## config.mk

```make
export PLATFORM = sky130hd
export DESIGN_NAME = calendar_to_epoch_seconds_unit
export DESIGN_NICKNAME = d
export VERILOG_FILES = /design/src/sv/c2e_pkg.sv /design/src/sv/c2e_decode.sv /design/src/sv/c2e_mac.sv /design/src/sv/calendar_to_epoch_seconds_unit.sv
export SDC_FILE = /design/constraint.sdc
export NUM_CORES = 1
export LEC_CHECK = 0
export BUFFER_PORTS_ARGS = -buffer_cell sky130_fd_sc_hd__buf_2
export CAP_MARGIN = 20
export CELL_PAD_IN_SITES_DETAIL_PLACEMENT = 1
export CELL_PAD_IN_SITES_GLOBAL_PLACEMENT = 2
export CORE_ASPECT_RATIO = 1.4
export CORE_MARGIN = 2
export CORE_UTILIZATION = 30
export DETAILED_ROUTE_END_ITERATION = 8
export PLACE_DENSITY = 0.67
export SYNTH_ARGS = -nofsm -noshare
export SYNTH_HDL_FRONTEND = slang
export SYNTH_SLANG_ARGS = --single-unit
```

## constraint.sdc

```tcl
create_clock -name clk -period 8.9 [get_ports clk]
set_input_delay 2.225 -clock clk [delete_from_list [all_inputs] [get_ports clk]]
set_output_delay 2.225 -clock clk [all_outputs]
set_load 0.005 [all_outputs]
```

## src/sv/c2e_pkg.sv

```systemverilog
// Shared types, constants and tables for the calendar-to-epoch converter.
package c2e_pkg;

  localparam logic [11:0] YEAR_BASE    = 12'd1900;
  localparam logic [11:0] OFFSET_LIMIT = 12'd1000;
  localparam logic [11:0] EPOCH_YEAR   = 12'd1970;
  localparam logic [11:0] LAST_YEAR    = 12'd2099;

  localparam logic [8:0] DAYS_PER_YEAR = 9'd365;
  localparam logic [8:0] HOURS_PER_DAY = 9'd24;
  localparam logic [8:0] MINS_PER_HOUR = 9'd60;
  localparam logic [8:0] SECS_PER_MIN  = 9'd60;
  localparam logic [8:0] UNIT_SCALE    = 9'd1;
  localparam logic [3:0] FEBRUARY      = 4'd1;
  localparam logic [9:0] EPOCH_WEEKDAY = 10'd4;   // 1970-01-01 was a Thursday
  localparam logic [3:0] WEEK_LEN      = 4'd7;

  // One decoded request, as the sequencer needs it.
  typedef struct packed {
    logic       ok;     // effective year within 1970..2099
    logic [7:0] span;   // whole years since 1970
    logic [5:0] leaps;  // leap years from 1970 up to the year before
    logic [9:0] doy;    // day of year, two's complement (day zero in January gives -1)
  } c2e_item_t;

  // Days in all months before month m; months above eleven take the whole year.
  function automatic logic [8:0] cum_days(input logic [3:0] m);
    logic [8:0] d;
    unique case (m)
      4'd0:    d = 9'd0;
      4'd1:    d = 9'd31;
      4'd2:    d = 9'd59;
      4'd3:    d = 9'd90;
      4'd4:    d = 9'd120;
      4'd5:    d = 9'd151;
      4'd6:    d = 9'd181;
      4'd7:    d = 9'd212;
      4'd8:    d = 9'd243;
      4'd9:    d = 9'd273;
      4'd10:   d = 9'd304;
      4'd11:   d = 9'd334;
      default: d = 9'd365;
    endcase
    return d;
  endfunction

  // Residue modulo seven by folding octal digits (eight is one modulo seven).
  function automatic logic [2:0] mod7(input logic [9:0] x);
    logic [4:0] s1;
    logic [3:0] s2;
    logic [3:0] r;
    s1 = 5'(x[9]) + 5'(x[8:6]) + 5'(x[5:3]) + 5'(x[2:0]);
    s2 = 4'(s1[4:3]) + 4'(s1[2:0]);
    r  = (s2 >= WEEK_LEN) ? (s2 - WEEK_LEN) : s2;
    return r[2:0];
  endfunction

endpackage

```

## src/sv/c2e_decode.sv

```systemverilog
// Request decoder: effective year, range check, year span, leap count and day of year.
module c2e_decode
  import c2e_pkg::*;
(
  input  logic [11:0] year_in,
  input  logic [3:0]  month_in,
  input  logic [4:0]  day_of_month,
  output c2e_item_t   item
);

  logic [11:0] eff_year;
  logic [11:0] span_full;
  logic [8:0]  span_inc;
  logic        leap_add;

  always_comb begin
    eff_year  = (year_in < OFFSET_LIMIT) ? (year_in + YEAR_BASE) : year_in;
    span_full = eff_year - EPOCH_YEAR;
    span_inc  = {1'b0, span_full[7:0]} + 9'd1;
    leap_add  = (month_in > FEBRUARY) || (month_in == FEBRUARY + 4'd1) ?
                (eff_year[1:0] == 2'b00) : 1'b0;
    item.ok    = (eff_year >= EPOCH_YEAR) && (eff_year <= LAST_YEAR);
    item.span  = span_full[7:0];
    item.leaps = span_inc[7:2];
    item.doy   = {1'b0, cum_days(month_in)} + 10'(leap_add) + 10'(day_of_month) - 10'd1;
  end

endmodule

```

## src/sv/c2e_mac.sv

```systemverilog
// Shared multiply-accumulate unit: y = a * b + c, modulo 2^32.
module c2e_mac
  import c2e_pkg::*;
(
  input  logic [31:0] a,
  input  logic [8:0]  b,
  input  logic [31:0] c,
  output logic [31:0] y
);

  logic [40:0] prod;

  assign prod = {9'b0, a} * {32'b0, b};
  assign y    = prod[31:0] + c;

endmodule

```

## src/sv/calendar_to_epoch_seconds_unit.sv

```systemverilog
// Top level: UTC calendar date and time to seconds since 1970, with sequencer.
//
//   channel  direction  handshake             payload
//   in_      request    in_valid / in_stall   year, month, day, hour, minute, second
//   out_     result     out_valid / out_stall epoch seconds, day of year, weekday, valid_res
//
// After accept, a request steps through the shared multiply-accumulate unit
// (years, day, hours, minutes, seconds); the result register and out_valid load
// together at the end of the last step. A year outside 1970..2099 skips straight
// to the last step, which loads a zero result.
// The unit takes one request at a time; in_stall is high from accept until the
// result is loaded, and a new request may be accepted while the previous result
// still waits in the output register. If that register is still full and out_stall
// is high when the next result is ready, the sequencer holds in its last step.
// Reset (rst_n low, synchronous) returns the sequencer to idle and empties the
// output register.
module calendar_to_epoch_seconds_unit
  import c2e_pkg::*;
(
  input  logic        clk,
  input  logic        rst_n,
  input  logic        in_valid,
  output logic        in_stall,
  input  logic [11:0] in_year_in,
  input  logic [3:0]  in_month_in,
  input  logic [4:0]  in_day_of_month,
  input  logic [4:0]  in_hour_in,
  input  logic [5:0]  in_minute_in,
  input  logic [5:0]  in_second_in,
  output logic        out_valid,
  input  logic        out_stall,
  output logic [31:0] out_epoch_seconds,
  output logic [8:0]  out_day_of_year,
  output logic [2:0]  out_weekday,
  output logic        out_valid_res
);

  typedef enum logic [5:0] {
    ST_IDLE = 6'b000001,
    ST_YEAR = 6'b000010,
    ST_DOY  = 6'b000100,
    ST_HOUR = 6'b001000,
    ST_MIN  = 6'b010000,
    ST_SEC  = 6'b100000
  } state_t;

  state_t      state_r, state_nxt;
  c2e_item_t   dec;
  c2e_item_t   item_r;
  logic [4:0]  hour_r;
  logic [5:0]  min_r;
  logic [5:0]  sec_r;
  logic [2:0]  wd_r;
  logic [31:0] acc_r;
  logic        out_valid_r, out_valid_nxt;

  logic [31:0] mac_a, mac_c, mac_y;
  logic [8:0]  mac_b;
  logic        accept, load_out;
  logic [9:0]  wd_sum;

  c2e_decode u_decode (
    .year_in      (in_year_in),
    .month_in     (in_month_in),
    .day_of_month (in_day_of_month),
    .item         (dec)
  );

  c2e_mac u_mac (
    .a (mac_a),
    .b (mac_b),
    .c (mac_c),
    .y (mac_y)
  );

  assign in_stall  = (state_r != ST_IDLE);
  assign accept    = in_valid && !in_stall;
  assign load_out  = (state_r == ST_SEC) && (!out_valid_r || !out_stall);
  assign out_valid = out_valid_r;

  // Weekday folds 365 to one modulo seven, so only span, leaps and day count matter.
  assign wd_sum = 10'(item_r.span) + 10'(item_r.leaps) + item_r.doy + EPOCH_WEEKDAY;

  // Operand select for the shared unit: one Horner step per state.
  always_comb begin
    mac_a = acc_r;
    mac_b = UNIT_SCALE;
    mac_c = 32'd0;
    unique case (state_r)
      ST_YEAR: begin
        mac_a = 32'(item_r.span);
        mac_b = DAYS_PER_YEAR;
        mac_c = 32'(item_r.leaps);
      end
      ST_DOY: begin
        mac_c = {{22{item_r.doy[9]}}, item_r.doy};
      end
      ST_HOUR: begin
        mac_b = HOURS_PER_DAY;
        mac_c = 32'(hour_r);
      end
      ST_MIN: begin
        mac_b = MINS_PER_HOUR;
        mac_c = 32'(min_r);
      end
      ST_SEC: begin
        mac_b = SECS_PER_MIN;
        mac_c = 32'(sec_r);
      end
      default: begin
        mac_a = acc_r;
      end
    endcase
  end

  // Sequencer: advance one step a cycle, skip to the last step on a bad year, and hold there until the result loads.
  always_comb begin
    state_nxt = state_r;
    unique case (state_r)
      ST_IDLE: if (accept) state_nxt = dec.ok ? ST_YEAR : ST_SEC;
      ST_YEAR: state_nxt = ST_DOY;
      ST_DOY:  state_nxt = ST_HOUR;
      ST_HOUR: state_nxt = ST_MIN;
      ST_MIN:  state_nxt = ST_SEC;
      ST_SEC:  if (load_out) state_nxt = ST_IDLE;
      default: state_nxt = ST_IDLE;
    endcase
  end

  always_comb begin
    out_valid_nxt = out_valid_r;
    if (out_valid_r && !out_stall) out_valid_nxt = 1'b0;
    if (load_out) out_valid_nxt = 1'b1;
  end

  always_ff @(posedge clk) begin
    if (!rst_n) begin
      state_r     <= ST_IDLE;
      out_valid_r <= 1'b0;
    end else begin
      state_r     <= state_nxt;
      out_valid_r <= out_valid_nxt;
    end
  end

  // Capture the request, register the weekday, step the accumulator and load the result.
  always_ff @(posedge clk) begin
    if (accept) begin
      item_r <= dec;
      hour_r <= in_hour_in;
      min_r  <= in_minute_in;
      sec_r  <= in_second_in;
    end
    if (state_r == ST_YEAR) begin
      wd_r <= mod7(wd_sum);
    end
    if ((state_r == ST_YEAR) || (state_r == ST_DOY) || (state_r == ST_HOUR) ||
        (state_r == ST_MIN)) begin
      acc_r <= mac_y;
    end
    if (load_out) begin
      out_epoch_seconds <= item_r.ok ? mac_y : 32'd0;
      out_day_of_year   <= item_r.ok ? item_r.doy[8:0] : 9'd0;
      out_weekday       <= item_r.ok ? wd_r : 3'd0;
      out_valid_res     <= item_r.ok;
    end
  end

endmodule

```

==> flow_summary.ini, run 1 <==
[die]
num_io_pins = 89
rows = 92
coreArea_um2 = 44900
die_area_um2 = 47200
die_h_um = 256
die_x_um = 184
initial_utilization = 0.304

[setup_path]
crit_type = flop to flop
cp.arrival_ns = 8.04
crit_path_end_kind = flop
cp_max_fo = 31
crit_required_ns = 9.07
startpoint_type = flop

[power]
power_switching_share = 0.417
intPower_mw = 2.28
clkPwrFrac = 0.179
power.density_nw_per_um2 = 253
peakVddDrop_mv = 0.356
power_frac_seq = 0.224
p_switching_mw = 1.63
combPwrFrac = 0.597
leakage_nw = 7.44

[yosys]
postSynthCellCount = 1341
synth_ff_type = edfxtp_1
netlist_top_cells_area = edfxtp_1 27%, fa_1 24%, ha_1 13%
synth_top_cell_by_area = edfxtp_1
syn_area_um2 = 13600
yosysUniqueCellTypes = 60
ys_ff_latch = 129
yosysWarnings = 0
ys_seq_area_frac = 0.279
synth_top_area_frac = 0.269
synth_common_cells = 307 x inv_1, 165 x fa_1, 141 x ha_1
synth_most_common_cell = inv_1
syn_area_per_cell_um2 = 10.2
synth-edff-count = 122
async_reset_ff_frac = 0

[cts]
cts-htree-levels = 4
post_cts_buffers = 0
path_clk_slew_ns = 0.07
clk_path_buf_depth = 2
cts.sinks = 129
cts_buffers = 17
cts_tree = done
cts_root_buf = clkbuf_16
cts_resized = 0
cts_hold_buffers = 0
clk_latency_ns = 0.45

[routing]
first_pass_iters = 4
post-route-drc-count = 0
wirelength_mm = 35.9
ant_nets = 0
wl_per_cell_um = 17.6
drtIter0Drc = 300
viasPerCell = 4.60
route.vias.total = 9384

[sta]
finalSetupViolCount = 0
fin_tns_setup_ns = 0
final_max_slew_viol_count = 0
rsz0062_at_grt = no
maxSlewHeadroom = 0.333
finalHoldViolCount = 0
fin_crit_sh = 0.884
finClkSkew_ns = 0.0145
fin_crit_ns = 7.87
worst_pin_slew_ns = 1.00
fmax_ghz = 0.127

[status]
outcome = finished, final reports clean

[grt]
gr-total-overflow = 0
antenna_found_initial = 0
grt_use_total = 0.161
grt_pass1_wl_mm = 57.6
grt_max_degree = 45
first_global_vias = 10507

[cells_and_area]
fillers = 5132
area_growth_pct = 13.5
final_nets = 1810
n_antenna_cell = 0
drive_gt1_frac = 0.102
finalNonFillerCells = 2039

[flow_run]
drv_cap = 0

[worst_hold_path]
min_path_type = flop to flop

[place]
dp_hpwl_mm = 30.4
routabilityCongestion = 0.819
io_buffer_count = 88
place_inst = 2007
## worst max-delay path: stages (launching register included)
cell	delay [ns]
dfxtp_1	0.36
or4_4	0.59
nor3b_4	0.42
or2_2	0.59
buf_4	0.31
and2_1	0.19
inv_1	0.06
fa_1	0.48
inv_1	0.05
fa_1	0.47
fa_1	0.54
fa_1	0.56
inv_1	0.06
fa_1	0.50
inv_1	0.04
ha_1	0.37
a21o_1	0.20
a31o_2	0.21
a21oi_1	0.13
o21ai_0	0.14
o31ai_1	0.41
a21boi_0	0.19
o41ai_1	0.58
mux2i_1	0.15
## per-stage QoR
stage / total power [mW] / setup slack, ns / area, um2 / util / hold WS (ns)
2_1_floorplan: 2.69 / 1.86 / 13700 / - / 0.503
3_3_place_gp: 3.19 / 1.11 / 14900 / 0.332 / 0.507
3_5_place_dp: 3.27 / 1.02 / 14900 / 0.332 / 0.524
4_1_cts: 3.99 / 1.01 / 15500 / 0.344 / 0.539
5_1_grt: 4.32 / 0.489 / 15500 / 0.344 / 0.561
6_report: 3.91 / 1.03 / 15500 / 0.344 / 0.535
## layout by cell type (no fill, tap or decap), types with 5 or more instances in the layout
| cell | count |
|---|---|
| a21o_1 | 16 |
| a21oi_1 | 69 |
| a22oi_1 | 8 |
| a31oi_1 | 5 |
| and2_1 | 93 |
| and3_1 | 29 |
| buf_2 | 88 |
| buf_4 | 11 |
| clkbuf_16 | 17 |
| conb_1 | 32 |
| dfxtp_1 | 7 |
| edfxtp_1 | 122 |
| fa_1 | 165 |
| ha_1 | 141 |
| inv_1 | 307 |
| inv_6 | 5 |
| mux2i_1 | 5 |
| nand2_1 | 48 |
| nand2b_1 | 8 |
| nand3_1 | 20 |
| nor2_1 | 54 |
| nor2b_1 | 8 |
| nor3_1 | 15 |
| o21ai_0 | 40 |
| o21bai_1 | 9 |
| or2_2 | 8 |
| or3_1 | 6 |
| xnor2_1 | 43 |
| xor2_1 | 29 |
## routing by layer
metal	track usage	vias to the layer above	routed length [um]
met4	0.0491	0	873
met5	0	-	0
li1	-	4535	-
met1	0.172	4715	13600
met3	0.0240	34	719
met2	0.318	100	20600
## registers in the layout (all words and copies together) (netlist names)
name	flops
state_r	6
wd_r	3
sec_r	6
min_r	6
out_weekday	3
out_valid_res	1
out_day_of_year	9
acc_r	32
out_epoch_seconds	32
item_r	25
hour_r	5
out_valid	1
## worst paths after layout
| check | startpoint | to | slack, ns | cells after the start |
|---|---|---|---|---|
| max | state_r[5] | out_epoch_seconds[29] | 1.03 | 23 |
| min | wd_r[2] | out_weekday[2] | 0.54 | 1 |
| max reg2reg | state_r[5] | out_epoch_seconds[29] | 1.03 | 23 |
| min reg2reg | wd_r[2] | out_weekday[2] | 0.54 | 1 |
## cell families (layout without fill, tap and decap cells)
family          count (synthesis)  count (layout)  share of synthesized area
mux                             8               8                    0.00615
flops                         129             129                      0.279
other cells                     1              32                   0.000275
compound gates                183             183                     0.0815
fa+ha+maj                     306             306                      0.372
xor+xnor                       73              73                     0.0475
simple gates                  306             306                      0.121
buf+inv                       335             438                     0.0924
## power groups by stage
stage | registers [mW] | logic [mW] | clock network [mW]
6_report | 0.878 | 2.33 | 0.700
5_1_grt | 0.882 | 2.69 | 0.741
4_1_cts | 0.879 | 2.39 | 0.720
3_5_place_dp | 0.892 | 2.38 | 0
3_3_place_gp | 0.891 | 2.30 | 0
2_1_floorplan | 0.883 | 1.81 | 0
## area by class of cell
class | instances | area, um2 | share of cell area
clock inverters | 15 | 149 | 0.00963
flip-flops and latches | 129 | 3800 | 0.246
well taps | 564 | 706 | 0.0456
repair buffers | 99 | 523 | 0.0338
clock buffers | 17 | 425 | 0.0275
multi-input cells | 908 | 8700 | 0.563
inverters | 307 | 1150 | 0.0745
(Power assumes the default switching activity.)
==> run 2: changes to the inputs <==
--- a/config.mk
+++ b/config.mk
@@ -13,6 +13,7 @@
 export CORE_MARGIN = 2
 export CORE_UTILIZATION = 30
 export DETAILED_ROUTE_END_ITERATION = 8
+export HOLD_SLACK_MARGIN = 0.08
 export PLACE_DENSITY = 0.67
 export SYNTH_ARGS = -nofsm -noshare
 export SYNTH_HDL_FRONTEND = slang
==> constraint.sdc (replaced) <==
create_clock -name clk -period 7.4 [get_ports clk]
set_input_delay 1.85 -clock clk [delete_from_list [all_inputs] [get_ports clk]]
set_output_delay 1.85 -clock clk [all_outputs]
set_load 0.005 [all_outputs]
==> flow_summary.ini, run 2 (synthesis results as in run 1) <==
[cts]
cts.sinks = 129
clk_path_buf_depth = 2
path_clk_slew_ns = 0.06
cts_tree = done
cts_root_buf = clkbuf_16
clk_latency_ns = 0.45
cts-htree-levels = 4
cts_buffers = 17

[die]
coreArea_um2 = 44900
rows = 92
die_area_um2 = 47200
die_x_um = 184
initial_utilization = 0.304
num_io_pins = 89
die_h_um = 256

[grt]
gr-total-overflow = 0
grt_pass1_wl_mm = 57.4
grt_use_total = 0.162
antenna_found_initial = 0
grt_max_degree = 46
first_global_vias = 10440

[power]
peakVddDrop_mv = 0.601
leakage_nw = 7.50
power.density_nw_per_um2 = 302
power.total_mw = 4.71

[sta]
setup_slack_ns = 0.435
fin_tns_setup_ns = 0
rsz0062_at_grt = no
hold_slack_ns = 0.538
fmax_ghz = 0.144
fin_crit_ns = 6.97
worst_pin_slew_ns = 1.04
final_max_slew_viol_count = 0
finClkSkew_ns = 0.0154
finalHoldViolCount = 0
finalSetupViolCount = 0
fin_crit_sh = 0.941
maxSlewHeadroom = 0.299

[setup_path]
cp.arrival_ns = 7.17
critPathMostFrequentCell = fa_1
cp-endpoint = out_epoch_seconds[21]
critPathLaunch = state_r[5]
r2r_cells = 23
startpoint_type = flop
crit_type = flop to flop
crit_slowest_cell = or4_4
rrSetupSlack_ns = 0.43
crit_chain = or4_4, nor3b_4, or2_2, buf_12, and2_1, nor2_1, fa_1, fa_1, inv_1, fa_1, fa_1, inv_1, fa_1, inv_1, ha_1, a211oi_2, o21bai_1, a211oi_1, o31ai_2, a31oi_1, o21ai_0, xor2_1, and2_1
crit_path_end_kind = flop
crit_required_ns = 7.60
r2r_start = state_r[5]
reg2reg_to = out_epoch_seconds[21]
cp_max_fo = 30
slowest_delay_ns = 0.59

[cells_and_area]
final_core_util = 0.347
final_cell_mix = 307 x inv_1, 165 x fa_1, 141 x ha_1, 122 x edfxtp_1, 93 x and2_1
reg_top3 = acc_r x32, out_epoch_seconds x32, item_r x25
final_nets = 1826
drive_gt1_frac = 0.115
finalNonFillerCells = 2054
final_common_cell = inv_1
n_antenna_cell = 0
fillers = 5146
area_growth_pct = 14.4
stdcell_area_um2 = 15600

[routing]
drt-met1-wl_mm = 14.3
viasPerCell = 4.61
wl_per_cell_um = 17.6
wl_met2_mm = 19.7
route.vias.total = 9477
drtIter0Drc = 285
post-route-drc-count = 0
ant_nets = 0
wirelength_mm = 36.1
wl_met3_um = 701
top_layer = met4
first_pass_iters = 6

[place]
place_inst = 2023
dp_hpwl_mm = 30.3
routabilityCongestion = 0.832
io_buffer_count = 88
dpl_cell_area_um2 = 15000
dpl_worst_slack_ns = 0.109

[flow_run]
drv_cap = 0

[worst_hold_path]
min_path_type = flop to flop

[status]
outcome = finished, final reports clean
-- run 2: changes by cell type in the layout (fill, tap and decap cells not counted), moves of 2 or more --
| cell | before | now |
|---|---|---|
| inv_8 | 3 | 0 |
| o31ai_1 | 4 | 2 |
| buf_4 | 11 | 26 |
| o31ai_2 | 0 | 2 |
| clkinvlp_4 | 2 | 4 |
-- run 2: worst min path at each step --
| stage | startpoint | endpoint | slack, ns | depth (start not counted) |
|---|---|---|---|---|
| detailed placement | wd_r[2] | out_weekday[2] | 0.53 | 1 |
| CTS | wd_r[2] | out_weekday[2] | 0.54 | 1 |
| global placement | wd_r[0] | out_weekday[0] | 0.52 | 1 |
| global route | wd_r[2] | out_weekday[2] | 0.57 | 1 |
| finish | wd_r[2] | out_weekday[2] | 0.54 | 1 |
| floorplan | wd_r[0] | out_weekday[0] | 0.50 | 1 |
-- run 2: what timing repair did --
item / in CTS / in global routing
endpoints found under the setup margin: 0 / 7
gates resized for setup: 0 / 7
setup buffers: 0 / 0
hold buffers: 0 / 0
-- run 2: cell type report --
class	instances	area, um2	area share
Clock buffer	17	425	0.0273
Clock inverter	14	108	0.00690
Inverter	307	1150	0.0739
Multi-Input combinational cell	908	8740	0.560
Sequential cell	129	3800	0.244
Tap cell	564	706	0.0453
Timing Repair Buffer	115	656	0.0421
-- run 2: power by group --
group	internal [mW]	switching, mW	leakage (nW)
combinational	1.27	1.59	6.07
sequential	1.03	0.0282	1.19
clock	0.429	0.357	0.248
total	2.73	1.98	7.50
-- run 2: routing by layer --
layer  global-route usage  vias up
li1                     -     4563
met2                0.305      117
met1                0.180     4751
met4               0.0651        0
met3               0.0227       46
met5                    0        -
-- run 2: worst max-delay path, delay by kind of cell (launching register included) --
kind                     cells  cell delay [ns]
AO/OA/AOI/OAI                6             1.55
XOR/XNOR                     1             0.20
adder cells (fa/ha/maj)      6             2.82
buffers and inverters        4             0.32
flip-flops                   1             0.36
AND/OR/NAND/NOR              6             1.48
